===== config.mk =====
export PLATFORM = sky130hd
export DESIGN_NAME = dcec_queue
export DESIGN_NICKNAME = d
export VERILOG_FILES = /design/src/hw/rtl/dcec_pkg.sv /design/src/hw/rtl/dcec_queue.sv
export SDC_FILE = /design/constraint.sdc
export NUM_CORES = 1
export LEC_CHECK = 0
export BUFFER_PORTS_ARGS = -buffer_cell sky130_fd_sc_hd__buf_4
export CORE_ASPECT_RATIO = 0.9
export CORE_MARGIN = 3
export CORE_UTILIZATION = 55
export CTS_CLUSTER_DIAMETER = 40
export DETAILED_ROUTE_END_ITERATION = 7
export GPL_TIMING_DRIVEN = 0
export PLACE_DENSITY = 0.79
export SYNTH_ARGS = -nofsm -noshare
export SYNTH_HDL_FRONTEND = slang
export SYNTH_SLANG_ARGS = --single-unit

===== constraint.sdc =====
create_clock -name clk -period 4.55 [get_ports clk]
set_input_delay 0.455 -clock clk [delete_from_list [all_inputs] [get_ports clk]]
set_output_delay 0.455 -clock clk [all_outputs]
set_load 0.02 [all_outputs]

===== src/hw/rtl/dcec_pkg.sv =====
// shared constants, types and status codes of the drift cell efficiency cut
// no dependencies; the front, queue, table, back and top files import this package
package dcec_pkg;

	// table geometry
	localparam int MODULE_COUNT = 4;
	localparam int STEP_COUNT   = 18;
	localparam int STEP_LAST    = 17;
	localparam int TABLE_DEPTH  = MODULE_COUNT * STEP_COUNT;
	localparam int ADDR_W       = $clog2(TABLE_DEPTH);

	// angle folding in 1/64 degree
	localparam int STEP_W = 5;
	localparam int F_W    = 13;
	localparam int REM_W  = 9;
	localparam logic [14:0] Q6_90  = 15'd5760;
	localparam logic [14:0] Q6_180 = 15'd11520;
	localparam logic [14:0] Q6_270 = 15'd17280;
	localparam logic [14:0] Q6_360 = 15'd23040;
	localparam int Q6_STEP   = 320;
	localparam int HALF_STEP = Q6_STEP / 2;

	// floor(x/5) for x below 1024 as (x*205)>>10
	localparam int DEG_RECIP5 = 205;

	// queue between front and back
	localparam int QUEUE_DEPTH = 4;
	localparam int QPTR_W      = $clog2(QUEUE_DEPTH);

	// result status codes
	typedef enum logic [1:0] {
		ST_REJECT     = 2'd0,
		ST_ACCEPT     = 2'd1,
		ST_WRITE_DONE = 2'd2,
		ST_WRITE_BAD  = 2'd3
	} dcec_status_t;

	// classified command handed from front to back
	typedef struct packed {
		logic                is_write;
		logic                write_ok;
		logic                mod_ok;
		logic [ADDR_W-1:0]   addr1;
		logic [ADDR_W-1:0]   addr2;
		logic [REM_W-1:0]    rem;
		logic [31:0]         wdata;
		logic signed [15:0]  distance;
		logic signed [15:0]  length;
	} dcec_cmd_t;

endpackage


===== src/hw/rtl/dcec_queue.sv =====
// short command queue that decouples the front end from the back end
// depends on dcec_pkg
module dcec_queue import dcec_pkg::*; (
	input  logic      clk,
	input  logic      arst_n,
	input  logic      push,
	input  dcec_cmd_t push_cmd,
	output logic      full,
	input  logic      pop,
	output logic      head_valid,
	output dcec_cmd_t head
);

	dcec_cmd_t         entries_q [QUEUE_DEPTH];
	logic [QPTR_W-1:0] wr_ptr_q;
	logic [QPTR_W-1:0] rd_ptr_q;
	logic [QPTR_W:0]   count_q;

	assign full       = count_q == (QPTR_W+1)'(QUEUE_DEPTH);
	assign head_valid = count_q != '0;
	assign head       = entries_q[rd_ptr_q];

	// pointers and fill count
	always_ff @(posedge clk or negedge arst_n) begin
		if (!arst_n) begin
			wr_ptr_q <= '0;
			rd_ptr_q <= '0;
			count_q  <= '0;
		end else begin
			if (push) begin
				wr_ptr_q <= (wr_ptr_q == QPTR_W'(QUEUE_DEPTH-1)) ? '0 : wr_ptr_q + 1'b1;
			end
			if (pop) begin
				rd_ptr_q <= (rd_ptr_q == QPTR_W'(QUEUE_DEPTH-1)) ? '0 : rd_ptr_q + 1'b1;
			end
			if (push && !pop) begin
				count_q <= count_q + 1'b1;
			end else if (pop && !push) begin
				count_q <= count_q - 1'b1;
			end
		end
	end

	// entry storage
	always_ff @(posedge clk) begin
		if (push) begin
			entries_q[wr_ptr_q] <= push_cmd;
		end
	end

	// fill count stays within depth
	a_count_bound: assert property (@(posedge clk) disable iff (!arst_n)
		count_q <= (QPTR_W+1)'(QUEUE_DEPTH))
		else $error("queue count beyond depth");

	// front never pushes into a full queue
	a_no_overflow: assert property (@(posedge clk) disable iff (!arst_n)
		full |-> !push)
		else $error("push into full queue");

	// an empty queue is never popped
	a_no_underflow: assert property (@(posedge clk) disable iff (!arst_n)
		!head_valid |-> !pop)
		else $error("pop from empty queue");

endmodule


==> impl_metrics.py, run 1 <==
metrics = {
    "global_routing": {
        "grt_pass1_vias": 6537,
        "globalRouteOverflowTotal": 0,
        "antenna_found_initial": 0,
        "grt_pass1_wl_um": 37300,
        "grt_max_degree": 61,
        "grt_util_all_layers_pct": 18.8,
    },
    "routing": {
        "drt_iter0_drc": 565,
        "via_per_inst": 5.69,
        "drt-total-wl_um": 24200,
        "post-route-drc-count": 0,
        "final_antenna_net_count": 0,
        "vias": 6081,
        "routedWlPerCell_um": 22.6,
        "dr.pass1.iters": 5,
    },
    "sta": {
        "fmax_mhz": 390,
        "relSlewSlack_pct": 43.8,
        "fin_tns_setup_ps": 0,
        "drv_slew": 0,
        "rsz0062_at_grt": "no",
        "tightest_slew_ps": 843,
        "finClkSkew_ps": 14.5,
        "final.period_utilization_pct": 56.3,
        "period_minus_slack_ps": 2560,
        "hold_viol": 0,
        "setup_violations": 0,
    },
    "cells_and_area": {
        "final_layout_size_suffix_gt1_share_pct": 48.4,
        "design_area_um2": 16600,
        "nFillCells": 1356,
        "syn_to_final_growth_pct": 23.5,
        "multi_input_area_um2": 2260,
        "regArea_um2": 11000,
        "antenna-diode-count": 0,
        "nets": 841,
    },
    "clocking": {
        "numCtsBuffers": 41,
        "root_buffer": "clkbuf_16",
        "cts_tree": "yes",
        "insertion_delay_ps": 510,
        "htree_num_levels": 2,
        "path_clk_slew_ps": 60,
        "cts_resized": 0,
        "clockBufferDepth": 3,
        "cts_setup_buffers": 0,
        "postCtsHoldBufs": 1,
        "cts_sinks": 367,
    },
    "placement": {
        "postPlaceCellArea_um2": 15300,
        "globalplace.congestion": 0.723,
        "dp_hpwl_um": 14700,
        "io_buffer_count": 185,
    },
    "floorplan": {
        "chipHeight_um": 154,
        "die_area_um2": 26300,
        "ios": 186,
        "dieWidth_um": 171,
        "core_um2": 23700,
        "rows": 53,
        "initial_utilization_pct": 56.6,
    },
    "power_and_ir_drop": {
        "total_power_uw": 11200,
        "power.leakage_uw": 0.00573,
        "powerDensity_nw_per_um2": 674,
        "peakVddDrop_mv": 0.407,
    },
    "yosys": {
        "yosys_warnings": 0,
        "yosysSeqAreaShare_pct": 81.9,
        "syn-cell-area_um2": 13400,
        "avgSynthCellArea_um2": 26.4,
        "synthCells": 507,
        "ys_ff_latch": 367,
        "syn-num-nets": 608,
        "synth_cell_types": 18,
    },
    "worst_setup_path": {
        "ff2ff_setup_slack_ps": 2480,
        "worst-r2r-cell-count": 4,
        "required_ps": 4090,
        "critPathArrivalTime_ps": 2110,
        "critPathMaxFanout": 10,
        "endpoint_kind": "output pin",
        "worst-setup-path-type": "flip-flop to output pin",
        "crit_path_start_kind": "flip-flop",
    },
    "hold_path": {
        "hold_path.class": "input port to flip-flop",
        "whs_path_depth": 1,
    },
    "job": {
        "max_cap_violations": 0,
    },
    "status": {
        "status": "completed",
    },
}
per-layer routing:
layer | wire length, um | global-route usage, % | part of all wire, % | vias up
met3 | 2120 | 5.50 | 8.7 | 43
met4 | 471 | 5.21 | 1.9 | 0
met1 | 9380 | 25.4 | 39 | 3143
li1 | - | - | - | 2651
met2 | 12200 | 30.4 | 51 | 244
met5 | 0 | 0 | 0 | -
layout by cell type, fill, tap and decap left out, types with 3 or more instances in the layout:
cell type | synthesis | routed
ha_1 | 6 | 6
mux4_2 | 90 | 90
edfxtp_1 | 360 | 360
clkinv_4 | 0 | 4
clkbuf_16 | 0 | 41
clkinv_2 | 0 | 7
dfrtp_1 | 7 | 7
inv_6 | 0 | 5
and2_4 | 0 | 4
clkbuf_1 | 0 | 4
buf_6 | 9 | 9
nor2_1 | 3 | 3
clkinvlp_4 | 0 | 4
mux2_2 | 3 | 3
buf_4 | 1 | 186
buf_2 | 10 | 10
inv_1 | 4 | 4
logic make-up after synthesis:
kind of cell / after synthesis / share of synthesized area [%]
AOI/OAI and AO/OA: 2 / 0.0747
xor gates and xnor gates: 3 / 0.196
adders and majority gates: 7 / 0.709
buffers and inverters: 24 / 1.30
DFF: 367 / 81.9
muxes: 93 / 15.4
and+or+nand+nor: 11 / 0.429
path summary, 6_finish.rpt:
path / start / to
max: rd_ptr_q[0] / head[31]
min: push_cmd[53] / entries_q[0][53]
max reg2reg: wr_ptr_q[0] / entries_q[2][57]
min reg2reg: count_q[2] / count_q[2]
max in group asynchronous: arst_n / wr_ptr_q[1]
min in group asynchronous: arst_n / rd_ptr_q[0]
flip-flops by register name, indices dropped and copies added, names as in the netlist:
register,flops
count_q,3
entries_q,360
rd_ptr_q,2
wr_ptr_q,2
cells in the mapped netlist:
cell        n  area (um^2)
mux2_2      3         33.8
xnor2_1     1         8.76
nor3b_1     1         7.51
buf_4       1         7.51
buf_2      10         50.1
fa_1        1         20.0
o21ai_0     2         10.0
mux4_2     90         2030
edfxtp_1  360        10800
nand2_1     2         7.51
dfrtp_1     7          175
inv_1       4         15.0
nor2_1      3         11.3
and2_1      4         25.0
or3_1       1         6.26
buf_6       9          101
xor2_1      2         17.5
ha_1        6         75.1
stage by stage:
step	cells	hold slack, ps	utilization [%]	setup slack [ps]
finish	1069	138	70.0	1990
global placement	994	271	64.1	-65.1
detailed placement	998	275	64.5	2460
floorplan	507	159	-	1380
global route	1069	119	70.0	1900
CTS	1069	111	70.0	1950
power breakdown:
group | internal [uW] | switching, uW | leakage [uW] | total (uW)
clock network | 1790 | 1270 | 0.000619 | 3060
registers | 4330 | 134 | 0.00339 | 4470
logic | 1680 | 1950 | 0.00172 | 3630
critical path: stages, from the launching register on:
cell	delay, ps
dfrtp_1	390
buf_6	230
buf_6	220
mux4_2	560
buf_4	180
cell type report:
| cell class | count | area share, % |
|---|---|---|
| Buffer | 20 | 0.959 |
| Tap cell | 302 | 2.28 |
| Clock inverter | 25 | 1.39 |
| Sequential cell | 367 | 66.3 |
| Clock buffer | 45 | 6.29 |
| Multi-Input combinational cell | 116 | 13.6 |
| Inverter | 4 | 0.0907 |
| Timing Repair Buffer | 190 | 9.02 |
Power figures use the tool's default switching activity.
==> inputs of run 2 (changes only) <==
clock period = 2.4 ns   (was 4.55 ns; I/O delays follow)
==> impl_metrics.py, run 2 (synthesis gave the netlist of run 1 again) <==
metrics = {
    "power_and_ir_drop": {
        "total_power_uw": 21800,
        "power.leakage_uw": 0.00616,
        "peakVddDrop_mv": 0.958,
        "powerDensity_nw_per_um2": 1240,
    },
    "sta": {
        "hold_viol": 0,
        "final.period_utilization_pct": 98.0,
        "finClkSkew_ps": 27.7,
        "period_minus_slack_ps": 2350,
        "drv_slew": 0,
        "tightest_slew_ps": 818,
        "relSlewSlack_pct": 45.4,
        "setup_violations": 0,
        "fmax_mhz": 425,
    },
    "worst_setup_path": {
        "worst-setup-path-type": "flip-flop to output pin",
        "ff2ff_setup_slack_ps": 160,
        "required_ps": 2160,
        "crit_path_start_kind": "flip-flop",
        "worst-r2r-cell-count": 4,
        "endpoint_kind": "output pin",
        "critPathArrivalTime_ps": 2110,
        "timing.rr.end": "entries_q[1][14]",
        "critPathMaxFanout": 10,
        "startpoint": "rd_ptr_q[0]",
        "rr_startpoint": "wr_ptr_q[1]",
        "crit_end": "head[70]",
    },
    "floorplan": {
        "die_area_um2": 26300,
        "core_um2": 23700,
        "rows": 53,
        "chipHeight_um": 154,
        "dieWidth_um": 171,
        "ios": 186,
        "initial_utilization_pct": 56.6,
    },
    "routing": {
        "drt_iter0_drc": 531,
        "routedWlPerCell_um": 22.7,
        "vias": 6494,
        "via_per_inst": 5.57,
        "dr.pass1.iters": 4,
        "post-route-drc-count": 0,
        "final_antenna_net_count": 0,
        "drt-total-wl_um": 26500,
    },
    "cells_and_area": {
        "regArea_um2": 11000,
        "nets": 934,
        "antenna-diode-count": 0,
        "syn_to_final_growth_pct": 31.2,
        "design_area_um2": 17600,
        "layout_common_cells": "edfxtp_1, buf_4, dlygate4sd3_1",
        "largest_reg_flops": 360,
        "nFillCells": 1272,
        "largestRegisters": "entries_q x360, count_q x3",
        "layout_commonest_cell": "edfxtp_1",
        "instances_no_fill": 1166,
        "multi_input_area_um2": 2260,
        "largest-register": "entries_q",
        "final_layout_size_suffix_gt1_share_pct": 42.9,
    },
    "global_routing": {
        "antenna_found_initial": 0,
        "met1_usage_pct": 26.4,
        "use_met3_pct": 4.86,
        "grt.met2_usage_pct": 34.2,
        "grt_pass1_wl_um": 40200,
        "grt-busiest-layer": "met2",
        "grt_pass1_vias": 7141,
        "globalRouteOverflowTotal": 0,
        "grt_max_degree": 52,
        "grt_util_all_layers_pct": 20.1,
    },
    "clocking": {
        "root_buffer": "clkbuf_16",
        "numCtsBuffers": 42,
        "insertion_delay_ps": 530,
        "cts_setup_buffers": 0,
        "cts_tree": "yes",
        "path_clk_slew_ps": 60,
        "clockBufferDepth": 3,
        "cts_sinks": 367,
        "htree_num_levels": 2,
    },
    "placement": {
        "globalplace.congestion": 0.709,
        "dp_hpwl_um": 15300,
        "io_buffer_count": 185,
        "place_inst": 998,
        "postPlaceCellArea_um2": 15300,
    },
    "status": {
        "status": "completed",
    },
    "hold_path": {
        "hold_path.class": "input port to asynchronous set/reset pin",
    },
    "job": {
        "max_cap_violations": 0,
    },
}
[run 2: layout make-up]
cell class              count  area share [%]
plain buffers              20            1.01
clock buffers              48            6.10
clock inverters            27            1.55
inverters                   4          0.0853
multi-input cells         116            12.8
flip-flops and latches    367            62.4
well taps                 302            2.15
repair buffers            282            13.8
[run 2: report_power, final]
| part | leakage, uW | switching [uW] | internal (uW) | total (uW) |
|---|---|---|---|---|
| combinational | 0.00212 | 3800 | 3330 | 7130 |
| clock | 0.000647 | 2520 | 3600 | 6120 |
| sequential | 0.00339 | 281 | 8220 | 8500 |
[run 2: stage by stage]
step	hold WS, ps	setup slack (ps)	TNS (ps)	utilization [%]
3_3_place_gp	55.8	-516	-171670	64.1
2_1_floorplan	-55.6	223	0	-
5_1_grt	59.0	-33.4	-634	74.3
4_1_cts	34.0	11.6	0	74.2
6_report	58.2	48.8	0	74.3
3_5_place_dp	61.3	289	0	64.6
[run 2: timing repair]
| action | in CTS | in global routing |
|---|---|---|
| setup endpoints to repair | 1 | 9 |
| gates cloned | 0 | 0 |
| hold endpoints to repair | 371 | 0 |
| hold buffers | 93 | 0 |
| resized for setup | 1 | 4 |
[run 2: worst max-delay path, stage by stage (launching register included)]
cell and delay, ps:
dfrtp_1 450, buf_12 200, buf_6 190, mux4_2 550, buf_4 180
[run 2: metal layers]
metal  vias to the layer above  wire [um]
li1                       2840          -
met1                      3352      10400
met2                       261      13700
met3                        41       1950
met4                         0        432
met5                         -          0
[run 2: how the worst min path moves through the flow]
stage	start	to	cells past startpoint	slack (ps)
6_report	arst_n	count_q[1]	2	60
5_1_grt	arst_n	count_q[1]	2	60
4_1_cts	arst_n	count_q[1]	2	30
3_5_place_dp	arst_n	count_q[1]	1	60
3_3_place_gp	arst_n	count_q[1]	1	60
2_1_floorplan	arst_n	count_q[0]	0	-60
