### src/hw/rtl/dcec_pkg.sv
// shared constants, types and status codes of the drift cell efficiency cut
// no dependencies; the front, queue, table, back and top files import this package
package dcec_pkg;

	// table geometry
	localparam int MODULE_COUNT = 4;
	localparam int STEP_COUNT   = 18;
	localparam int STEP_LAST    = 17;
	localparam int TABLE_DEPTH  = MODULE_COUNT * STEP_COUNT;
	localparam int ADDR_W       = $clog2(TABLE_DEPTH);

	// angle folding in 1/64 degree
	localparam int STEP_W = 5;
	localparam int F_W    = 13;
	localparam int REM_W  = 9;
	localparam logic [14:0] Q6_90  = 15'd5760;
	localparam logic [14:0] Q6_180 = 15'd11520;
	localparam logic [14:0] Q6_270 = 15'd17280;
	localparam logic [14:0] Q6_360 = 15'd23040;
	localparam int Q6_STEP   = 320;
	localparam int HALF_STEP = Q6_STEP / 2;

	// floor(x/5) for x below 1024 as (x*205)>>10
	localparam int DEG_RECIP5 = 205;

	// queue between front and back
	localparam int QUEUE_DEPTH = 4;
	localparam int QPTR_W      = $clog2(QUEUE_DEPTH);

	// result status codes
	typedef enum logic [1:0] {
		ST_REJECT     = 2'd0,
		ST_ACCEPT     = 2'd1,
		ST_WRITE_DONE = 2'd2,
		ST_WRITE_BAD  = 2'd3
	} dcec_status_t;

	// classified command handed from front to back
	typedef struct packed {
		logic                is_write;
		logic                write_ok;
		logic                mod_ok;
		logic [ADDR_W-1:0]   addr1;
		logic [ADDR_W-1:0]   addr2;
		logic [REM_W-1:0]    rem;
		logic [31:0]         wdata;
		logic signed [15:0]  distance;
		logic signed [15:0]  length;
	} dcec_cmd_t;

endpackage

### src/hw/rtl/dcec_out_if.sv
// result channel of the efficiency cut: valid/ready plus status and cut radius
// no dependencies
interface dcec_out_if;
	logic               valid;
	logic               ready;
	logic [1:0]         status;
	logic signed [31:0] cut_radius;

	modport source (output valid, status, cut_radius, input ready);
	modport sink (input valid, status, cut_radius, output ready);
endinterface

### src/hw/rtl/dcec_back.sv
// back end: radius products, interpolation with rounding, saturation, result register
// depends on dcec_pkg and dcec_out_if; reads table data from dcec_table
module dcec_back import dcec_pkg::*; (
	input  logic        clk,
	input  logic        arst_n,
	input  logic        head_valid,
	input  dcec_cmd_t   head,
	input  logic [31:0] rd1,
	input  logic [31:0] rd2,
	output logic        adv,
	output logic        pop,
	dcec_out_if.source  results
);

	localparam int R_W = 33;
	localparam int D_W = 34;
	localparam int N_W = 44;
	localparam int Y_W = 40;
	localparam int Q_W = 36;
	localparam int S_W = 37;
	localparam int RECIP5 = 3277;
	localparam logic [Y_W-1:0] Y_BIAS = Y_W'(5) << 34;
	localparam logic signed [Y_W:0] Q_BIAS = (Y_W+1)'(1) <<< 34;
	localparam logic signed [S_W-1:0] SAT_HI = {{(S_W-31){1'b0}}, {31{1'b1}}};
	localparam logic signed [S_W-1:0] SAT_LO = {{(S_W-31){1'b1}}, {31{1'b0}}};

	typedef struct packed {
		logic               is_write;
		logic               write_ok;
		logic               mod_ok;
		logic [REM_W-1:0]   rem;
		logic signed [15:0] distance;
	} dcec_ctl_t;

	typedef struct packed {
		logic [7:0] q;
		logic [2:0] r;
	} div5_t;

	// one radix-256 digit of a division by five
	function automatic div5_t div5_digit(input logic [2:0] r, input logic [7:0] d);
		logic [10:0] t;
		logic [24:0] prod;
		div5_t       res;
		t     = {r, d};
		prod  = 25'(t) * 25'(RECIP5);
		res.q = prod[21:14];
		res.r = 3'(t - 11'(res.q) * 11'd5);
		return res;
	endfunction

	logic v_s2, v_s3, v_s4, v_s5, v_s6, v_s7;
	logic out_valid_q;
	dcec_ctl_t ctl_s2, ctl_s3, ctl_s4, ctl_s5, ctl_s6, ctl_s7;
	logic signed [15:0] length_s2;
	logic signed [15:0] maxr1_s3, maxr2_s3;
	logic signed [31:0] p1_s3, p2_s3;
	logic signed [R_W-1:0] r1_s4, r1_s5, r1_s6, r1_s7;
	logic signed [D_W-1:0] diff_s4;
	logic signed [N_W-1:0] num_s5;
	logic [15:0] qh_s6;
	logic [2:0]  dr_s6;
	logic [23:0] ylo_s6;
	logic signed [Q_W-1:0] quo_s7;
	dcec_status_t status_q;
	logic signed [31:0] cut_q;

	logic [31:0] e1, e2;
	logic signed [R_W-1:0] r1_c, r2_c;
	logic signed [N_W-1:0] num_c;
	logic [Y_W-1:0] y_c;
	div5_t d4, d3, d2, d1, d0;
	logic [Y_W-1:0] qfull_c;
	logic signed [Y_W:0] qs_c;
	logic signed [S_W-1:0] sum_c;
	logic signed [31:0] cut_c;
	logic signed [31:0] dist_c;

	assign adv = !out_valid_q || results.ready;
	assign pop = adv && head_valid;

	assign results.valid      = out_valid_q;
	assign results.status     = status_q;
	assign results.cut_radius = cut_q;

	// stage valid chain, every stage moves together with the result register
	always_ff @(posedge clk or negedge arst_n) begin
		if (!arst_n) begin
			v_s2        <= 1'b0;
			v_s3        <= 1'b0;
			v_s4        <= 1'b0;
			v_s5        <= 1'b0;
			v_s6        <= 1'b0;
			v_s7        <= 1'b0;
			out_valid_q <= 1'b0;
		end else if (adv) begin
			v_s2        <= pop;
			v_s3        <= v_s2;
			v_s4        <= v_s3;
			v_s5        <= v_s4;
			v_s6        <= v_s5;
			v_s7        <= v_s6;
			out_valid_q <= v_s7;
		end
	end

	// datapath combinational pieces
	always_comb begin
		e1 = ctl_s2.mod_ok ? rd1 : '0;
		e2 = ctl_s2.mod_ok ? rd2 : '0;

		r1_c = (R_W'(maxr1_s3) <<< 8) + R_W'(p1_s3);
		r2_c = (R_W'(maxr2_s3) <<< 8) + R_W'(p2_s3);

		num_c = N_W'(diff_s4) * N_W'($signed({1'b0, ctl_s4.rem})) + N_W'(HALF_STEP);

		// biased so the floor division below works on a positive value
		y_c = Y_W'(num_s5 >>> 6) + Y_BIAS;
		d4  = div5_digit(3'd0, y_c[39:32]);
		d3  = div5_digit(d4.r, y_c[31:24]);

		d2 = div5_digit(dr_s6, ylo_s6[23:16]);
		d1 = div5_digit(d2.r, ylo_s6[15:8]);
		d0 = div5_digit(d1.r, ylo_s6[7:0]);
		qfull_c = {qh_s6, d2.q, d1.q, d0.q};
		qs_c    = $signed({1'b0, qfull_c}) - Q_BIAS;

		sum_c = S_W'(r1_s7) + S_W'(quo_s7);
		if (sum_c > SAT_HI) begin
			cut_c = SAT_HI[31:0];
		end else if (sum_c < SAT_LO) begin
			cut_c = SAT_LO[31:0];
		end else begin
			cut_c = sum_c[31:0];
		end
		dist_c = $signed({ctl_s7.distance, 8'h00});
	end

	// pipeline registers
	always_ff @(posedge clk) begin
		if (adv) begin
			// table read stage, data comes registered from the table
			ctl_s2.is_write <= head.is_write;
			ctl_s2.write_ok <= head.write_ok;
			ctl_s2.mod_ok   <= head.mod_ok;
			ctl_s2.rem      <= head.rem;
			ctl_s2.distance <= head.distance;
			length_s2       <= head.length;

			// slope products
			ctl_s3   <= ctl_s2;
			maxr1_s3 <= $signed(e1[31:16]);
			maxr2_s3 <= $signed(e2[31:16]);
			p1_s3    <= length_s2 * $signed(e1[15:0]);
			p2_s3    <= length_s2 * $signed(e2[15:0]);

			// radii and their difference
			ctl_s4  <= ctl_s3;
			r1_s4   <= r1_c;
			diff_s4 <= D_W'(r2_c) - D_W'(r1_c);

			// weighted difference with rounding offset
			ctl_s5 <= ctl_s4;
			r1_s5  <= r1_s4;
			num_s5 <= num_c;

			// upper quotient digits
			ctl_s6 <= ctl_s5;
			r1_s6  <= r1_s5;
			qh_s6  <= {d4.q, d3.q};
			dr_s6  <= d3.r;
			ylo_s6 <= y_c[23:0];

			// lower quotient digits, bias removed
			ctl_s7 <= ctl_s6;
			r1_s7  <= r1_s6;
			quo_s7 <= qs_c[Q_W-1:0];

			// result register
			if (ctl_s7.is_write) begin
				status_q <= ctl_s7.write_ok ? ST_WRITE_DONE : ST_WRITE_BAD;
				cut_q    <= '0;
			end else begin
				status_q <= (dist_c > cut_c) ? ST_REJECT : ST_ACCEPT;
				cut_q    <= cut_c;
			end
		end
	end

	// write transactions always report a zero cut
	a_write_zero_cut: assert property (@(posedge clk) disable iff (!arst_n)
		results.valid && (results.status == ST_WRITE_DONE || results.status == ST_WRITE_BAD)
		|-> results.cut_radius == '0)
		else $error("write result with nonzero cut");

	// a popped command reaches the table read stage on the next edge
	a_pop_to_s2: assert property (@(posedge clk) disable iff (!arst_n)
		pop |=> v_s2)
		else $error("popped command lost before read stage");

endmodule

### src/flat_wrapper.sv
// flat-port wrapper written by rule: the top's interface ports become plain ports
module dcec_back_flat import dcec_pkg::*;
  (clk, arst_n, head_valid, head, rd1, rd2, adv, pop, results_valid, results_status, results_cut_radius, results_ready);
  dcec_out_if results_i ();
  input  logic clk;
  input  logic arst_n;
  input  logic head_valid;
  input  dcec_cmd_t head;
  input  logic [31:0] rd1;
  input  logic [31:0] rd2;
  output logic adv;
  output logic pop;
  output wire logic [$bits(results_i.valid)-1:0] results_valid;
  output wire logic [$bits(results_i.status)-1:0] results_status;
  output wire logic [$bits(results_i.cut_radius)-1:0] results_cut_radius;
  input wire logic [$bits(results_i.ready)-1:0] results_ready;
  assign results_valid = results_i.valid;
  assign results_status = results_i.status;
  assign results_cut_radius = results_i.cut_radius;
  assign results_i.ready = results_ready;
  dcec_back u_core (.clk(clk), .arst_n(arst_n), .head_valid(head_valid), .head(head), .rd1(rd1), .rd2(rd2), .adv(adv), .pop(pop), .results(results_i));
endmodule
### config.mk
export PLATFORM = sky130hd
export DESIGN_NAME = dcec_back_flat
export DESIGN_NICKNAME = d
export VERILOG_FILES = /design/src/hw/rtl/dcec_pkg.sv /design/src/hw/rtl/dcec_out_if.sv /design/src/hw/rtl/dcec_back.sv /design/src/flat_wrapper.sv
export SDC_FILE = /design/constraint.sdc
export NUM_CORES = 2
export LEC_CHECK = 0
export ABC_AREA = 1
export BUFFER_PORTS_ARGS = -buffer_cell sky130_fd_sc_hd__buf_4
export CORE_UTILIZATION = 60
export DETAILED_ROUTE_END_ITERATION = 12
export GPL_ROUTABILITY_DRIVEN = 1
export PLACE_DENSITY = 0.77
export SYNTH_ARGS = -nofsm -noshare
export SYNTH_HDL_FRONTEND = slang
export SYNTH_SLANG_ARGS = --single-unit
### constraint.sdc
create_clock -name clk -period 44.6 [get_ports clk]
set_input_delay 8.92 -clock clk [delete_from_list [all_inputs] [get_ports clk]]
set_output_delay 8.92 -clock clk [all_outputs]
set_load 0.05 [all_outputs]
==> flow_metrics.py <==
metrics = {
    "setup_path": {
        "worstPathBufferInverterCount": 3,
        "start_kind": "input port",
        "path_class": "in2out",
        "max_stage_delay_ns": 0.53,
        "end_kind": "output pin",
        "cpMaxStageDelayCell": "nor2_1",
        "startpoint": "results_ready",
        "timing.rr.start": "u_core.ylo_s6[18]",
        "critical_path_required_ns": 35.68,
        "critPathTopFamily": "buffers and inverters",
        "worstPathMaxFanout": 99,
        "path_common_cell": "buf_4",
        "path_cells": "buf_4 -> nor2_1 -> inv_8 -> buf_4",
        "arrival_ns": 10.40,
    },
    "grt": {
        "grt_pass1_vias": 46200,
        "gr-usage-met2_pct": 49.0,
        "grt_start_max_net_pins": 100,
        "overflow": 0,
        "grtUsageTotal_pct": 27.6,
        "met1_usage_pct": 33.1,
        "antenna_found_initial": 0,
        "grt-busiest-layer": "met2",
        "use_met3_pct": 4.07,
        "grt_pass1_wl_um": 233000,
    },
    "logic_synthesis": {
        "netlist.area_leader.share_pct": 29.7,
        "avgSynthCellArea_um2": 9.78,
        "yosysUniqueCellTypes": 61,
        "synthCells": 6520,
        "synth_top_cell_by_area": "fa_1",
        "synth.area.top_cells": "fa_1, edfxtp_1, ha_1",
        "synth-seq-cells": 568,
        "syn_nets": 8330,
        "synth_area_um2": 63800,
        "synth_edf_count": 561,
        "yosys_warnings": 0,
        "synth_flop_cell": "edfxtp_1",
        "ys_seq_area_share_pct": 26.7,
        "ys_async_sr_fraction_pct": 1.23,
    },
    "sta": {
        "rsz0062_at_grt": "false",
        "max_slew_margin_pct": 10.3,
        "fmax_ghz": 0.0518,
        "slew_violations": 0,
        "timing.final.crit_share_pct": 43.3,
        "fin_skew_ns": 0.0565,
        "setup_tns_ns": 0,
        "postLayoutSetupSlackWorst_ns": 25.28,
        "tightest_slew_ns": 1.35,
        "finalSetupViolCount": 0,
        "period_minus_slack_ns": 19.32,
        "hold_viol": 0,
    },
    "placement": {
        "pre_cts_ws_ns": 25.27,
        "dp_hpwl_um": 119000,
        "post_dp_cell_area_um2": 66300,
        "gp_congestion": 0.936,
        "io_buffer_count": 148,
        "place_inst": 7937,
    },
    "layout": {
        "nNetsFinal": 8426,
        "multi_input_area_um2": 40200,
        "antenna_cells": 0,
        "stdcell_count": 8058,
        "design_area_um2": 68500,
        "area_delta_synth_final_pct": 7.47,
        "final_layout_size_suffix_gt1_share_pct": 5.08,
        "fill_cells": 8276,
        "regArea_um2": 17000,
    },
    "drt": {
        "viasPerCell": 5.38,
        "post_drt_wl_per_cell_um": 17.7,
        "antenna_left": 0,
        "num_vias": 43400,
        "finalWirelength_um": 143000,
        "drtIter0Drc": 2762,
        "drc_errors": 0,
        "drt_pass1_iterations": 6,
    },
    "min_path": {
        "min_path_type": "reg2reg",
        "hold_start": "u_core.r1_s5[9]",
    },
    "clock_tree": {
        "cts-root-buf": "clkbuf_16",
        "post_cts_resized": 0,
        "clkSlewWorstSetupHoldPaths_ns": 0.06,
        "clk_latency_ns": 0.67,
        "cts_tree": "done",
        "cts_setup_buffers": 0,
        "clk_path_buf_depth": 3,
        "cts.sinks": 568,
        "hold_buffers": 0,
        "htreeDepth": 3,
        "numCtsBuffers": 68,
    },
    "floorplan": {
        "rows": 119,
        "ios": 195,
        "die_area_um2": 108000,
        "die_h_um": 328,
        "core-area_um2": 105000,
        "initial_core_util_pct": 60.6,
        "die_x_um": 328,
    },
    "outcome": {
        "outcome": "complete, no violations",
    },
    "run": {
        "maxCapViolCount": 0,
    },
}
==> layout make-up <==
cell class | count | share of cell area [%]
clock buffers | 81 | 2.55
clock inverters | 40 | 0.757
inverters | 1588 | 8.71
multi-input cells | 4210 | 58.6
flip-flops and latches | 568 | 24.8
well taps | 1391 | 2.54
repair buffers | 180 | 1.97
==> path summary, 6_finish.rpt <==
check	endpoint	slack, ns	depth (start not counted)
worst max-delay path	adv	25.28	4
worst min-delay path	u_core.r1_s6[9]	0.39	0
worst max register to register	u_core.quo_s7[6]	30.26	58
worst min register to register	u_core.r1_s6[9]	0.39	0
max in group asynchronous	u_core.v_s3	36.38	1
min in group asynchronous	u_core.v_s5	8.09	1
==> layer usage <==
metal  wire (µm)  up-vias
met4        6840        0
met3        8410      365
met5           0        -
li1            -    20300
met1       55900    21300
met2       71500     1419
==> cells by family (layout without fill, tap and decap cells) <==
kind of cell / count (synthesis) / count (layout) / synth area share [%]
compound gates: 560 / 560 / 4.97
xor+xnor: 276 / 276 / 3.84
fa+ha+maj: 1652 / 1652 / 43.5
buf+inv: 1742 / 1889 / 10.3
flops: 568 / 568 / 26.7
simple gates: 1722 / 1722 / 10.7
==> metrics by stage <==
stage          util [%]  hold WS [ns]
2_1_floorplan         -         0.400
3_3_place_gp       63.0         0.400
3_5_place_dp       63.0         0.405
4_1_cts            65.1         0.385
5_1_grt            65.1         0.402
6_report           65.1         0.391
==> cells in the mapped netlist, types with 3 or more instances <==
master / instances
o21bai_1: 19
a21oi_1: 303
o21ai_2: 11
ha_1: 706
or2_2: 4
a211oi_1: 5
nor2_1: 396
edfxtp_1: 561
o21ai_0: 116
nand3_1: 83
nor4_1: 11
a21o_1: 18
o221ai_1: 11
nand2_1: 1154
a21boi_0: 5
clkbuf_1: 146
nor3_1: 27
inv_2: 13
o31ai_1: 6
xor2_1: 166
o211ai_1: 8
nand4_1: 18
o21a_1: 12
nand2_2: 8
o21ai_1: 11
buf_6: 3
fa_1: 946
clkinv_1: 5
nand2_4: 3
dfrtp_1: 7
nand3_2: 3
nor2_2: 5
a21boi_1: 4
a31oi_1: 16
xnor2_1: 108
inv_1: 1569
==> state kept, by name (all words and copies together), names as in the netlist, 2 cells and up <==
| register | flops |
|---|---|
| u_core.ctl_s2 | 28 |
| u_core.ctl_s3 | 27 |
| u_core.ctl_s4 | 27 |
| u_core.ctl_s5 | 18 |
| u_core.ctl_s6 | 18 |
| u_core.ctl_s7 | 18 |
| u_core.diff_s4 | 34 |
| u_core.dr_s6 | 3 |
| u_core.length_s2 | 16 |
| u_core.maxr1_s3 | 16 |
| u_core.maxr2_s3 | 16 |
| u_core.num_s5 | 38 |
| u_core.p1_s3 | 32 |
| u_core.p2_s3 | 32 |
| u_core.qh_s6 | 12 |
| u_core.quo_s7 | 36 |
| u_core.r1_s4 | 33 |
| u_core.r1_s5 | 33 |
| u_core.r1_s6 | 33 |
| u_core.r1_s7 | 33 |
| u_core.results.cut_radius | 32 |
| u_core.results.status | 2 |
| u_core.ylo_s6 | 24 |
==> cells in the final DEF (no fill, tap or decap), types with 6 or more instances in the layout <==
cell type | netlist | layout
o21bai_1 | 19 | 19
a31oi_1 | 16 | 16
buf_4 | 1 | 180
inv_1 | 1569 | 1568
xor2_1 | 166 | 166
o31ai_1 | 6 | 6
a21o_1 | 18 | 18
xnor2_1 | 108 | 108
clkbuf_1 | 146 | 13
o21ai_2 | 11 | 11
o21a_1 | 12 | 12
nor3_1 | 27 | 27
nor4_1 | 11 | 11
edfxtp_1 | 561 | 561
clkbuf_16 | 0 | 68
clkinv_2 | 0 | 6
nand4_1 | 18 | 18
clkinv_1 | 5 | 11
nand2_1 | 1154 | 1154
dfrtp_1 | 7 | 7
ha_1 | 706 | 706
fa_1 | 946 | 946
inv_2 | 13 | 13
nand2_2 | 8 | 8
nor2_1 | 396 | 396
o221ai_1 | 11 | 11
nand3_1 | 83 | 83
clkinvlp_4 | 0 | 6
o21ai_1 | 11 | 11
o21ai_0 | 116 | 116
a21oi_1 | 303 | 303
o211ai_1 | 8 | 8
Power is left out: the tool's default activity adds up to more than one toggle a clock period on the data nets, which glitch-free logic cannot reach.
