### src/hw/rtl/dcec_pkg.sv
// shared constants, types and status codes of the drift cell efficiency cut
// no dependencies; the front, queue, table, back and top files import this package
package dcec_pkg;

	// table geometry
	localparam int MODULE_COUNT = 4;
	localparam int STEP_COUNT   = 18;
	localparam int STEP_LAST    = 17;
	localparam int TABLE_DEPTH  = MODULE_COUNT * STEP_COUNT;
	localparam int ADDR_W       = $clog2(TABLE_DEPTH);

	// angle folding in 1/64 degree
	localparam int STEP_W = 5;
	localparam int F_W    = 13;
	localparam int REM_W  = 9;
	localparam logic [14:0] Q6_90  = 15'd5760;
	localparam logic [14:0] Q6_180 = 15'd11520;
	localparam logic [14:0] Q6_270 = 15'd17280;
	localparam logic [14:0] Q6_360 = 15'd23040;
	localparam int Q6_STEP   = 320;
	localparam int HALF_STEP = Q6_STEP / 2;

	// floor(x/5) for x below 1024 as (x*205)>>10
	localparam int DEG_RECIP5 = 205;

	// queue between front and back
	localparam int QUEUE_DEPTH = 4;
	localparam int QPTR_W      = $clog2(QUEUE_DEPTH);

	// result status codes
	typedef enum logic [1:0] {
		ST_REJECT     = 2'd0,
		ST_ACCEPT     = 2'd1,
		ST_WRITE_DONE = 2'd2,
		ST_WRITE_BAD  = 2'd3
	} dcec_status_t;

	// classified command handed from front to back
	typedef struct packed {
		logic                is_write;
		logic                write_ok;
		logic                mod_ok;
		logic [ADDR_W-1:0]   addr1;
		logic [ADDR_W-1:0]   addr2;
		logic [REM_W-1:0]    rem;
		logic [31:0]         wdata;
		logic signed [15:0]  distance;
		logic signed [15:0]  length;
	} dcec_cmd_t;

endpackage

### src/hw/rtl/dcec_in_if.sv
// input channel of the efficiency cut: valid/ready plus the item fields
// no dependencies
interface dcec_in_if;
	logic               valid;
	logic               ready;
	logic               action;
	logic [1:0]         module_req;
	logic [4:0]         angle_index;
	logic signed [15:0] entry_max_r;
	logic signed [15:0] entry_slope;
	logic signed [15:0] distance;
	logic [14:0]        impact_angle;
	logic signed [15:0] length;

	modport source (
		output valid, action, module_req, angle_index, entry_max_r, entry_slope,
		       distance, impact_angle, length,
		input  ready
	);
	modport sink (
		input  valid, action, module_req, angle_index, entry_max_r, entry_slope,
		       distance, impact_angle, length,
		output ready
	);
endinterface

### src/hw/rtl/dcec_front.sv
// front end: accepts items, folds the angle, picks table addresses and remainder
// depends on dcec_pkg and dcec_in_if
module dcec_front import dcec_pkg::*; (
	input  logic       clk,
	input  logic       arst_n,
	dcec_in_if.sink    items,
	input  logic       q_full,
	output logic       push,
	output dcec_cmd_t  push_cmd
);

	logic              s1_valid_q;
	dcec_cmd_t         cmd_s1;
	dcec_cmd_t         cmd_c;
	logic [14:0]       a;
	logic [F_W-1:0]    f;
	logic [6:0]        deg;
	logic [14:0]       step_prod;
	logic [STEP_W-1:0] step_raw;
	logic [STEP_W-1:0] step;
	logic [STEP_W-1:0] step2;
	logic [F_W-1:0]    rem_full;
	logic [ADDR_W-1:0] base;
	logic              mod_ok;
	logic              idx_ok;

	assign push        = s1_valid_q && !q_full;
	assign push_cmd    = cmd_s1;
	assign items.ready = !s1_valid_q || !q_full;

	// fold angle into one quadrant and split into step and remainder
	always_comb begin
		a = items.impact_angle;
		if (a <= Q6_90) begin
			f = F_W'(Q6_90 - a);
		end else if (a <= Q6_180) begin
			f = F_W'(a - Q6_90);
		end else if (a <= Q6_270) begin
			f = F_W'(a - Q6_180);
		end else if (a < Q6_360) begin
			f = F_W'(a - Q6_270);
		end else begin
			f = '0;
		end
		deg       = f[F_W-1:6];
		step_prod = 15'(deg) * 15'(DEG_RECIP5);
		step_raw  = step_prod[14:10];
		step      = (step_raw > STEP_W'(STEP_LAST)) ? STEP_W'(STEP_LAST) : step_raw;
		rem_full  = f - F_W'(step) * F_W'(Q6_STEP);
		step2     = (step == STEP_W'(STEP_LAST)) ? step : step + 1'b1;
	end

	// bank base, range checks and command assembly
	always_comb begin
		base   = ADDR_W'(int'(items.module_req) * STEP_COUNT);
		mod_ok = int'(items.module_req) < MODULE_COUNT;
		idx_ok = items.angle_index < STEP_W'(STEP_COUNT);

		cmd_c.is_write = items.action;
		cmd_c.write_ok = idx_ok && mod_ok;
		cmd_c.mod_ok   = mod_ok;
		cmd_c.addr1    = base + ADDR_W'(items.action ? items.angle_index : step);
		cmd_c.addr2    = base + ADDR_W'(step2);
		cmd_c.rem      = rem_full[REM_W-1:0];
		cmd_c.wdata    = {items.entry_max_r, items.entry_slope};
		cmd_c.distance = items.distance;
		cmd_c.length   = items.length;
	end

	// stage register, holds while the queue is full
	always_ff @(posedge clk or negedge arst_n) begin
		if (!arst_n) begin
			s1_valid_q <= 1'b0;
		end else if (items.valid && items.ready) begin
			s1_valid_q <= 1'b1;
		end else if (push) begin
			s1_valid_q <= 1'b0;
		end
	end

	always_ff @(posedge clk) begin
		if (items.valid && items.ready) begin
			cmd_s1 <= cmd_c;
		end
	end

endmodule

### src/flat_wrapper.sv
// flat-port wrapper written by rule: the top's interface ports become plain ports
module dcec_front_flat import dcec_pkg::*;
  (clk, arst_n, q_full, push, push_cmd, items_valid, items_action, items_module_req, items_angle_index, items_entry_max_r, items_entry_slope, items_distance, items_impact_angle, items_length, items_ready);
  dcec_in_if items_i ();
  input  logic clk;
  input  logic arst_n;
  input  logic q_full;
  output logic push;
  output dcec_cmd_t push_cmd;
  input wire logic [$bits(items_i.valid)-1:0] items_valid;
  input wire logic [$bits(items_i.action)-1:0] items_action;
  input wire logic [$bits(items_i.module_req)-1:0] items_module_req;
  input wire logic [$bits(items_i.angle_index)-1:0] items_angle_index;
  input wire logic [$bits(items_i.entry_max_r)-1:0] items_entry_max_r;
  input wire logic [$bits(items_i.entry_slope)-1:0] items_entry_slope;
  input wire logic [$bits(items_i.distance)-1:0] items_distance;
  input wire logic [$bits(items_i.impact_angle)-1:0] items_impact_angle;
  input wire logic [$bits(items_i.length)-1:0] items_length;
  output wire logic [$bits(items_i.ready)-1:0] items_ready;
  assign items_i.valid = items_valid;
  assign items_i.action = items_action;
  assign items_i.module_req = items_module_req;
  assign items_i.angle_index = items_angle_index;
  assign items_i.entry_max_r = items_entry_max_r;
  assign items_i.entry_slope = items_entry_slope;
  assign items_i.distance = items_distance;
  assign items_i.impact_angle = items_impact_angle;
  assign items_i.length = items_length;
  assign items_ready = items_i.ready;
  dcec_front u_core (.clk(clk), .arst_n(arst_n), .items(items_i), .q_full(q_full), .push(push), .push_cmd(push_cmd));
endmodule
### config.mk
export PLATFORM = sky130hd
export DESIGN_NAME = dcec_front_flat
export DESIGN_NICKNAME = d
export VERILOG_FILES = /design/src/hw/rtl/dcec_pkg.sv /design/src/hw/rtl/dcec_in_if.sv /design/src/hw/rtl/dcec_front.sv /design/src/flat_wrapper.sv
export SDC_FILE = /design/constraint.sdc
export NUM_CORES = 1
export LEC_CHECK = 0
export BUFFER_PORTS_ARGS = -buffer_cell sky130_fd_sc_hd__buf_2
export CAP_MARGIN = 15
export CORE_MARGIN = 2
export CORE_UTILIZATION = 45
export CTS_BUF_LIST = sky130_fd_sc_hd__clkbuf_8 sky130_fd_sc_hd__clkbuf_16
export CTS_CLUSTER_DIAMETER = 100
export CTS_CLUSTER_SIZE = 28
export DETAILED_ROUTE_END_ITERATION = 8
export GPL_TIMING_DRIVEN = 0
export PLACE_DENSITY = 0.73
export SLEW_MARGIN = 20
export SYNTH_ARGS = -nofsm -noshare
export SYNTH_HDL_FRONTEND = slang
export SYNTH_SLANG_ARGS = --single-unit
### constraint.sdc
create_clock -name clk -period 3.75 [get_ports clk]
set_clock_uncertainty 0.15 [all_clocks]
set_input_delay 0.9375 -clock clk [delete_from_list [all_inputs] [get_ports clk]]
set_output_delay 0.9375 -clock clk [all_outputs]
set_load 0.05 [all_outputs]
==> impl_metrics.env, run 1 <==
export IMPL_run_status="finished, violations left"
export IMPL_violations="negative setup slack"
export IMPL_antenna_left=0
export IMPL_critical_path_max_fanout=10
export IMPL_number_of_remaining_drc_errors=0
export IMPL_totalNegativeSetupSlack_ns=-63.64
export IMPL_placementRows=38
export IMPL_chipHeight_um=111
export IMPL_cts_clk_slew_worst_paths_ns=0.06
export IMPL_layout_cells_most_common_list="sky130_fd_sc_hd__buf_2, sky130_fd_sc_hd__edfxtp_1, sky130_fd_sc_hd__buf_4"
export IMPL_initialDrtViolationCount=315
export IMPL_finalWirelength_mm=14.3
export IMPL_globalRoute_totalOverflow=0
export IMPL_post_route_cells_drive_above_1_share_pct=52.8
export IMPL_slew_headroom_pct=60.3
export IMPL_placed_cells=740
export IMPL_floorplan_initialDensity_pct=46.7
export IMPL_total_leakage_power_uw=0.00325
export IMPL_synth_enable_flop_cells=89
export IMPL_place_worst_setup_slack_ns=-5.09
export IMPL_critPathSlowestCell="sky130_fd_sc_hd__or4_4"
export IMPL_crit_path_frequent_cell="sky130_fd_sc_hd__ha_4"
export IMPL_n_antenna_cell=0
export IMPL_cap_viol_max_count=0
export IMPL_hold_path_class="in -> async"
export IMPL_grt_start_max_net_pins=61
export IMPL_synth_seq_area_share_pct=52.8
export IMPL_ys_warnings_count=0
export IMPL_power_report_internal_total_uw=3890
export IMPL_worst_ep_arrival_time_ns=7.86
export IMPL_cellPowerDensity_nw_per_um2=886
export IMPL_ys_dominant_reg_cell="sky130_fd_sc_hd__edfxtp_1"
export IMPL_crit_type="in -> reg"
export IMPL_power_share_switching_pct=41.1
export IMPL_num_io_pins=183
export IMPL_pwr_share_clk_pct=11.9
export IMPL_via_per_inst=5.32
export IMPL_routed_via_count=4254
export IMPL_asyncSetResetFlopFracSynth_pct=1.11
export IMPL_finalWeightedCongestion=0.862
export IMPL_sequentialPowerShare_pct=20.9
export IMPL_antenna_violations_before_repair=0
export IMPL_final_max_slew_violation_count=0
export IMPL_numCtsBuffers=9
export IMPL_synth_seq_cells=90
export IMPL_vias_in_the_first_global_route=4056
export IMPL_timing_final_crit_period_ns=7.93
export IMPL_detail_route_first_pass_iterations=5
export IMPL_io_buffers=180
export IMPL_dieWidth_um=111
export IMPL_postLayoutSetupSlackWorst_ns=-4.18
export IMPL_clock_sinks=90
export IMPL_synth_cells=419
export IMPL_clk_path_buf_depth=2
export IMPL_combinational_share_of_power_pct=67.2
export IMPL_cts_root_buf="sky130_fd_sc_hd__clkbuf_16"
export IMPL_h_tree_depth=3
export IMPL_layout_nets=807
export IMPL_filler_cell_count=761
export IMPL_final_period_utilization_pct=211
export IMPL_clock_tree_from_tritoncts="done"
export IMPL_max_vdd_ir_drop_mv=0.539
export IMPL_final_common_cell="sky130_fd_sc_hd__buf_2"
export IMPL_synthesis_area_um2=5100
export IMPL_timing_fmax_ghz=0.126
export IMPL_fin_cells=799
export IMPL_slew_at_the_pin_with_the_worst_max_slew_slack_ns=0.587
export IMPL_flow_area_growth_from_synthesis_pct=45.8
export IMPL_area_of_the_die_um2=12200
export IMPL_switchingPower_uw=2710
export IMPL_max_stage_delay_ns=0.60
export IMPL_syn_mean_instance_area_um2=12.2
export IMPL_routed_wire_length_per_instance_um=17.9
export IMPL_ys_types=64
export IMPL_cp_end_kind="flip-flop"
export IMPL_finalSetupViolCount=17
export IMPL_floorplan_core_area_um2=10900
export IMPL_rsz0062_at_grt="yes"
export IMPL_grt_first_pass_wirelength_mm=21.7
export IMPL_worstSkewPairLatency_ns=0.33
export IMPL_gr_usage_all_layers_pct=22.2
export IMPL_hold_viol=0
export IMPL_worst_setup_path_start_kind="input pin"
export IMPL_detailed_placement_wirelength_estimate_mm=10.4
export IMPL_postSynthNetCount=572
export IMPL_cp_data_required_time_ns=3.68
## per-stage QoR
| step | hold slack [ns] | cell area, um2 | power, uW | util (%) |
|---|---|---|---|---|
| floorplan | 0.492 | 5250 | 3700 | - |
| CTS | 0.209 | 7020 | 5750 | 64.2 |
| global route | 0.210 | 7440 | 7040 | 68.1 |
| detailed placement | 0.363 | 6360 | 4330 | 58.1 |
| global placement | 0.349 | 6330 | 4210 | 57.9 |
| finish | 0.222 | 7440 | 6600 | 68.1 |
## cells in the mapped netlist, types with 2 or more instances
cell type,n,area [um2]
sky130_fd_sc_hd__o22ai_1,5,31.3
sky130_fd_sc_hd__a31oi_1,3,18.8
sky130_fd_sc_hd__o21ai_0,10,50.1
sky130_fd_sc_hd__o31ai_1,3,22.5
sky130_fd_sc_hd__or2_2,3,18.8
sky130_fd_sc_hd__xnor2_1,18,158
sky130_fd_sc_hd__clkbuf_1,10,37.5
sky130_fd_sc_hd__ha_1,51,638
sky130_fd_sc_hd__nor2_1,26,97.6
sky130_fd_sc_hd__o311a_1,2,20.0
sky130_fd_sc_hd__nor2b_1,3,18.8
sky130_fd_sc_hd__edfxtp_1,89,2670
sky130_fd_sc_hd__fa_1,11,220
sky130_fd_sc_hd__mux2_2,2,22.5
sky130_fd_sc_hd__or2_1,3,18.8
sky130_fd_sc_hd__nor3_1,5,25.0
sky130_fd_sc_hd__nand3_1,9,45.0
sky130_fd_sc_hd__nor4_1,2,12.5
sky130_fd_sc_hd__and2_1,2,12.5
sky130_fd_sc_hd__nand2_1,31,116
sky130_fd_sc_hd__a21o_1,8,60.1
sky130_fd_sc_hd__o21a_1,3,22.5
sky130_fd_sc_hd__a221oi_1,2,17.5
sky130_fd_sc_hd__a21oi_1,22,110
sky130_fd_sc_hd__nand2b_1,7,43.8
sky130_fd_sc_hd__inv_1,39,146
sky130_fd_sc_hd__o211ai_1,3,22.5
sky130_fd_sc_hd__a22oi_1,3,22.5
sky130_fd_sc_hd__xor2_1,7,61.3
sky130_fd_sc_hd__o21ai_1,3,15.0
## sequential cells by signal, summed over array words and instances (netlist names)
register,flops
u_core.push_cmd,89
u_core.s1_valid_q,1
## cells by family (layout without fill, tap and decap cells)
| kind of cell | after synthesis | after routing | synth area share (%) |
|---|---|---|---|
| adder cells (fa/ha/maj) | 62 | 62 | 16.8 |
| multiplexers | 3 | 3 | 0.637 |
| buffers and inverters | 51 | 291 | 3.82 |
| AND/OR/NAND/NOR | 104 | 104 | 10.3 |
| flip-flops | 90 | 90 | 52.8 |
| AO/OA/AOI/OAI | 83 | 83 | 11.2 |
| other | 1 | 1 | 0.0735 |
| XOR/XNOR | 25 | 25 | 4.29 |
## final timing paths
check                           slack, ns                           from  depth (start not counted)                             to
worst max register to register       2.01  u_core.s1_valid_q$_DFFE_PN0P_                          3  u_core.push_cmd[33]$_DFFE_PP_
max in group asynchronous            3.14                         arst_n                          1  u_core.s1_valid_q$_DFFE_PN0P_
worst min register to register       0.38  u_core.s1_valid_q$_DFFE_PN0P_                          2  u_core.s1_valid_q$_DFFE_PN0P_
worst min-delay path                 0.22                         arst_n                          1  u_core.s1_valid_q$_DFFE_PN0P_
worst max-delay path                -4.18          items_impact_angle[3]                         31  u_core.push_cmd[85]$_DFFE_PP_
min in group clk                     0.38  u_core.s1_valid_q$_DFFE_PN0P_                          2  u_core.s1_valid_q$_DFFE_PN0P_
## power groups by stage
stage	Combinational, uW	Clock, uW	Sequential (uW)
global placement	2820	0	1400
global route	4810	845	1390
detailed placement	2930	0	1400
CTS	3560	802	1380
finish	4430	787	1380
floorplan	1880	0	1820
## timing repair
| action | CTS | global route |
|---|---|---|
| setup endpoints to repair | 17 | 17 |
| hold buffers | 0 | 0 |
| setup buffers | 23 | 23 |
| cloned | 0 | 0 |
| pin swaps | 38 | 47 |
| resized for setup | 42 | 60 |
## layer usage
metal | up-vias | wire length, um | part of all wire (%) | global-route usage (%)
li1 | 1996 | - | - | -
met1 | 2051 | 5490 | 38 | 27.3
met2 | 177 | 7640 | 53 | 39.2
met3 | 30 | 836 | 5.8 | 3.95
met4 | 0 | 367 | 2.6 | 8.00
met5 | - | 0 | 0 | 0
## cell type report
type,count,area (um2),area share (%)
repair buffers,226,1310,17.5
inverters,39,155,2.08
clock buffers,9,225,3.03
plain buffers,10,68.8,0.924
flip-flops and latches,90,2700,36.2
well taps,140,175,2.35
clock inverters,7,37.5,0.504
multi-input cells,278,2780,37.3
## critical path: cells and delay by family
| family | cells | cell delay, ns |
|---|---|---|
| XOR/XNOR | 2 | 0.22 |
| adder cells (fa/ha/maj) | 7 | 2.04 |
| AND/OR/NAND/NOR | 8 | 2.40 |
| buffers and inverters | 5 | 0.60 |
| AO/OA/AOI/OAI | 9 | 1.63 |
No activity file was read; power rests on OpenSTA's default activity.
==> run 2, diff against run 1 <==
Settings changed: CORE_MARGIN 2 to 10, CORE_UTILIZATION 45 to 50, PLACE_DENSITY 0.73 to 0.8.
==> impl_metrics.env, run 2 (synthesis results as in run 1) <==
export IMPL_run_status="finished, violations left"
export IMPL_violations="negative setup slack"
export IMPL_grt_first_pass_wirelength_mm=24.1
export IMPL_globalRoute_totalOverflow=0
export IMPL_num_io_pins=183
export IMPL_largest_register_ffs=89
export IMPL_post_route_cells_drive_above_1_share_pct=53.9
export IMPL_worstSkewPairLatency_ns=0.34
export IMPL_area_of_the_die_um2=14700
export IMPL_sequentialPowerShare_pct=19.9
export IMPL_power_report_internal_total_uw=3940
export IMPL_detail_route_first_pass_iterations=4
export IMPL_finalWeightedCongestion=0.914
export IMPL_hold_viol=0
export IMPL_critical_path_max_fanout=10
export IMPL_postLayoutSetupSlackWorst_ns=-4.13
export IMPL_detailed_placement_wirelength_estimate_mm=11.8
export IMPL_placedInstanceArea_um2=6350
export IMPL_final_hold_worst_slack_ns=0.198
export IMPL_cp_top_family="adder cells"
export IMPL_number_of_remaining_drc_errors=0
export IMPL_via_per_inst=5.52
export IMPL_crit_type="in -> reg"
export IMPL_switchingPower_uw=2980
export IMPL_critPathSlowestCell="sky130_fd_sc_hd__or4_4"
export IMPL_crit_path_frequent_cell="sky130_fd_sc_hd__ha_4"
export IMPL_finalSetupViolCount=17
export IMPL_timing_final_crit_period_ns=7.88
export IMPL_io_buffers=180
export IMPL_dieWidth_um=121
export IMPL_total_leakage_power_uw=0.00325
export IMPL_cts_hold_buf=0
export IMPL_worst_ep_arrival_time_ns=7.84
export IMPL_cts_root_buf="sky130_fd_sc_hd__clkbuf_8"
export IMPL_cp_data_required_time_ns=3.71
export IMPL_floorplan_core_area_um2=9860
export IMPL_max_stage_delay_ns=0.61
export IMPL_seq_area_um2=2700
export IMPL_power_share_switching_pct=43.1
export IMPL_final_period_utilization_pct=210
export IMPL_numCtsBuffers=9
export IMPL_slew_headroom_pct=61.3
export IMPL_filler_cell_count=618
export IMPL_placementRows=36
export IMPL_cap_viol_max_count=0
export IMPL_routed_via_count=4380
export IMPL_slew_at_the_pin_with_the_worst_max_slew_slack_ns=0.574
export IMPL_routed_wire_length_per_instance_um=21.4
export IMPL_n_antenna_cell=0
export IMPL_timing_fmax_ghz=0.127
export IMPL_antenna_violations_before_repair=1
export IMPL_finalWirelength_mm=17.0
export IMPL_flow_area_growth_from_synthesis_pct=47.0
export IMPL_max_vdd_ir_drop_mv=0.685
export IMPL_hold_path_class="in -> async"
export IMPL_final_core_utilization_pct=76.1
export IMPL_combinational_share_of_power_pct=70.0
export IMPL_vias_in_the_first_global_route=4260
export IMPL_multi_input_gate_area_um2=2890
export IMPL_cellPowerDensity_nw_per_um2=921
export IMPL_h_tree_depth=3
export IMPL_critical_path_n_buffers_inverters=5
export IMPL_grt_start_max_net_pins=60
export IMPL_final_common_cell="sky130_fd_sc_hd__buf_2"
export IMPL_pwr_share_clk_pct=10.0
export IMPL_worst_setup_path_start_kind="input pin"
export IMPL_gr_usage_all_layers_pct=21.1
export IMPL_layout_cells_most_common_list="sky130_fd_sc_hd__buf_2, sky130_fd_sc_hd__edfxtp_1, sky130_fd_sc_hd__buf_4"
export IMPL_clock_tree_from_tritoncts="done"
export IMPL_floorplan_initialDensity_pct=51.8
export IMPL_rsz0062_at_grt="yes"
export IMPL_clock_sinks=90
export IMPL_chipHeight_um=121
export IMPL_layout_nets=808
export IMPL_antenna_left=0
export IMPL_initialDrtViolationCount=335
export IMPL_final_design_area_no_fill_um2=7510
export IMPL_clk_path_buf_depth=2
export IMPL_final_max_slew_violation_count=0
export IMPL_cts_clk_slew_worst_paths_ns=0.08
export IMPL_cp_end_kind="flip-flop"
[run 2: worst paths after layout]
| check | start | to | slack [ns] | cells past startpoint |
|---|---|---|---|---|
| setup / recovery | items_impact_angle[3] | u_core.push_cmd[78]$_DFFE_PP_ | -4.13 | 33 |
| hold / removal | arst_n | u_core.s1_valid_q$_DFFE_PN0P_ | 0.20 | 1 |
| setup reg to reg | u_core.s1_valid_q$_DFFE_PN0P_ | u_core.push_cmd[35]$_DFFE_PP_ | 1.98 | 3 |
| hold reg to reg | u_core.s1_valid_q$_DFFE_PN0P_ | u_core.s1_valid_q$_DFFE_PN0P_ | 0.41 | 2 |
| max in group asynchronous | arst_n | u_core.s1_valid_q$_DFFE_PN0P_ | 3.17 | 1 |
| min in group clk | u_core.s1_valid_q$_DFFE_PN0P_ | u_core.s1_valid_q$_DFFE_PN0P_ | 0.41 | 2 |
[run 2: routing by layer]
layer  wire length [um]  GRT usage (%)  vias to the layer above
li1                   -              -                     1990
met1               5950           22.6                     2140
met2               9200           39.8                      213
met3               1440           5.30                       35
met4                381           5.88                        2
met5                 13              0                        -
[run 2: repair_timing]
item                                    in CTS  in global routing
pin swaps                                   58                 43
endpoints found under the setup margin      17                 17
resized for setup                           88                 30
buffers inserted                            35                 11
[run 2: worst reg2reg max path, stage by stage (launching register included)]
cell and delay (ns):
sky130_fd_sc_hd__dfrtp_1 0.39, sky130_fd_sc_hd__nand2_1 0.12, sky130_fd_sc_hd__and2_4 0.44, sky130_fd_sc_hd__buf_16 0.31
[run 2: power by group through the flow]
stage          Combinational [uW]  Sequential, uW  Clock [uW]
4_1_cts                      4050            1380         704
2_1_floorplan                1880            1820           0
6_report                     4840            1380         692
3_3_place_gp                 2850            1400           0
5_1_grt                      5140            1390         734
3_5_place_dp                 2940            1400           0
[run 2: cell type report]
cell class                      count  area share (%)
Clock inverter                      7            1.13
Clock buffer                        9            1.65
Multi-Input combinational cell    278            38.6
Inverter                           39            1.98
Buffer                             10           0.900
Timing Repair Buffer              227            17.6
Tap cell                          133            2.22
Sequential cell                    90            35.9
[run 2: through the flow]
| stage | worst slack [ns] | instances | power (uW) | setup TNS (ns) |
|---|---|---|---|---|
| global placement | -4.88 | 732 | 4250 | -74.35 |
| detailed placement | -5.01 | 733 | 4340 | -75.95 |
| floorplan | -4.19 | 419 | 3700 | -62.95 |
| global route | -4.27 | 793 | 7260 | -66.44 |
| finish | -4.13 | 793 | 6910 | -64.46 |
| CTS | -3.99 | 783 | 6130 | -61.31 |
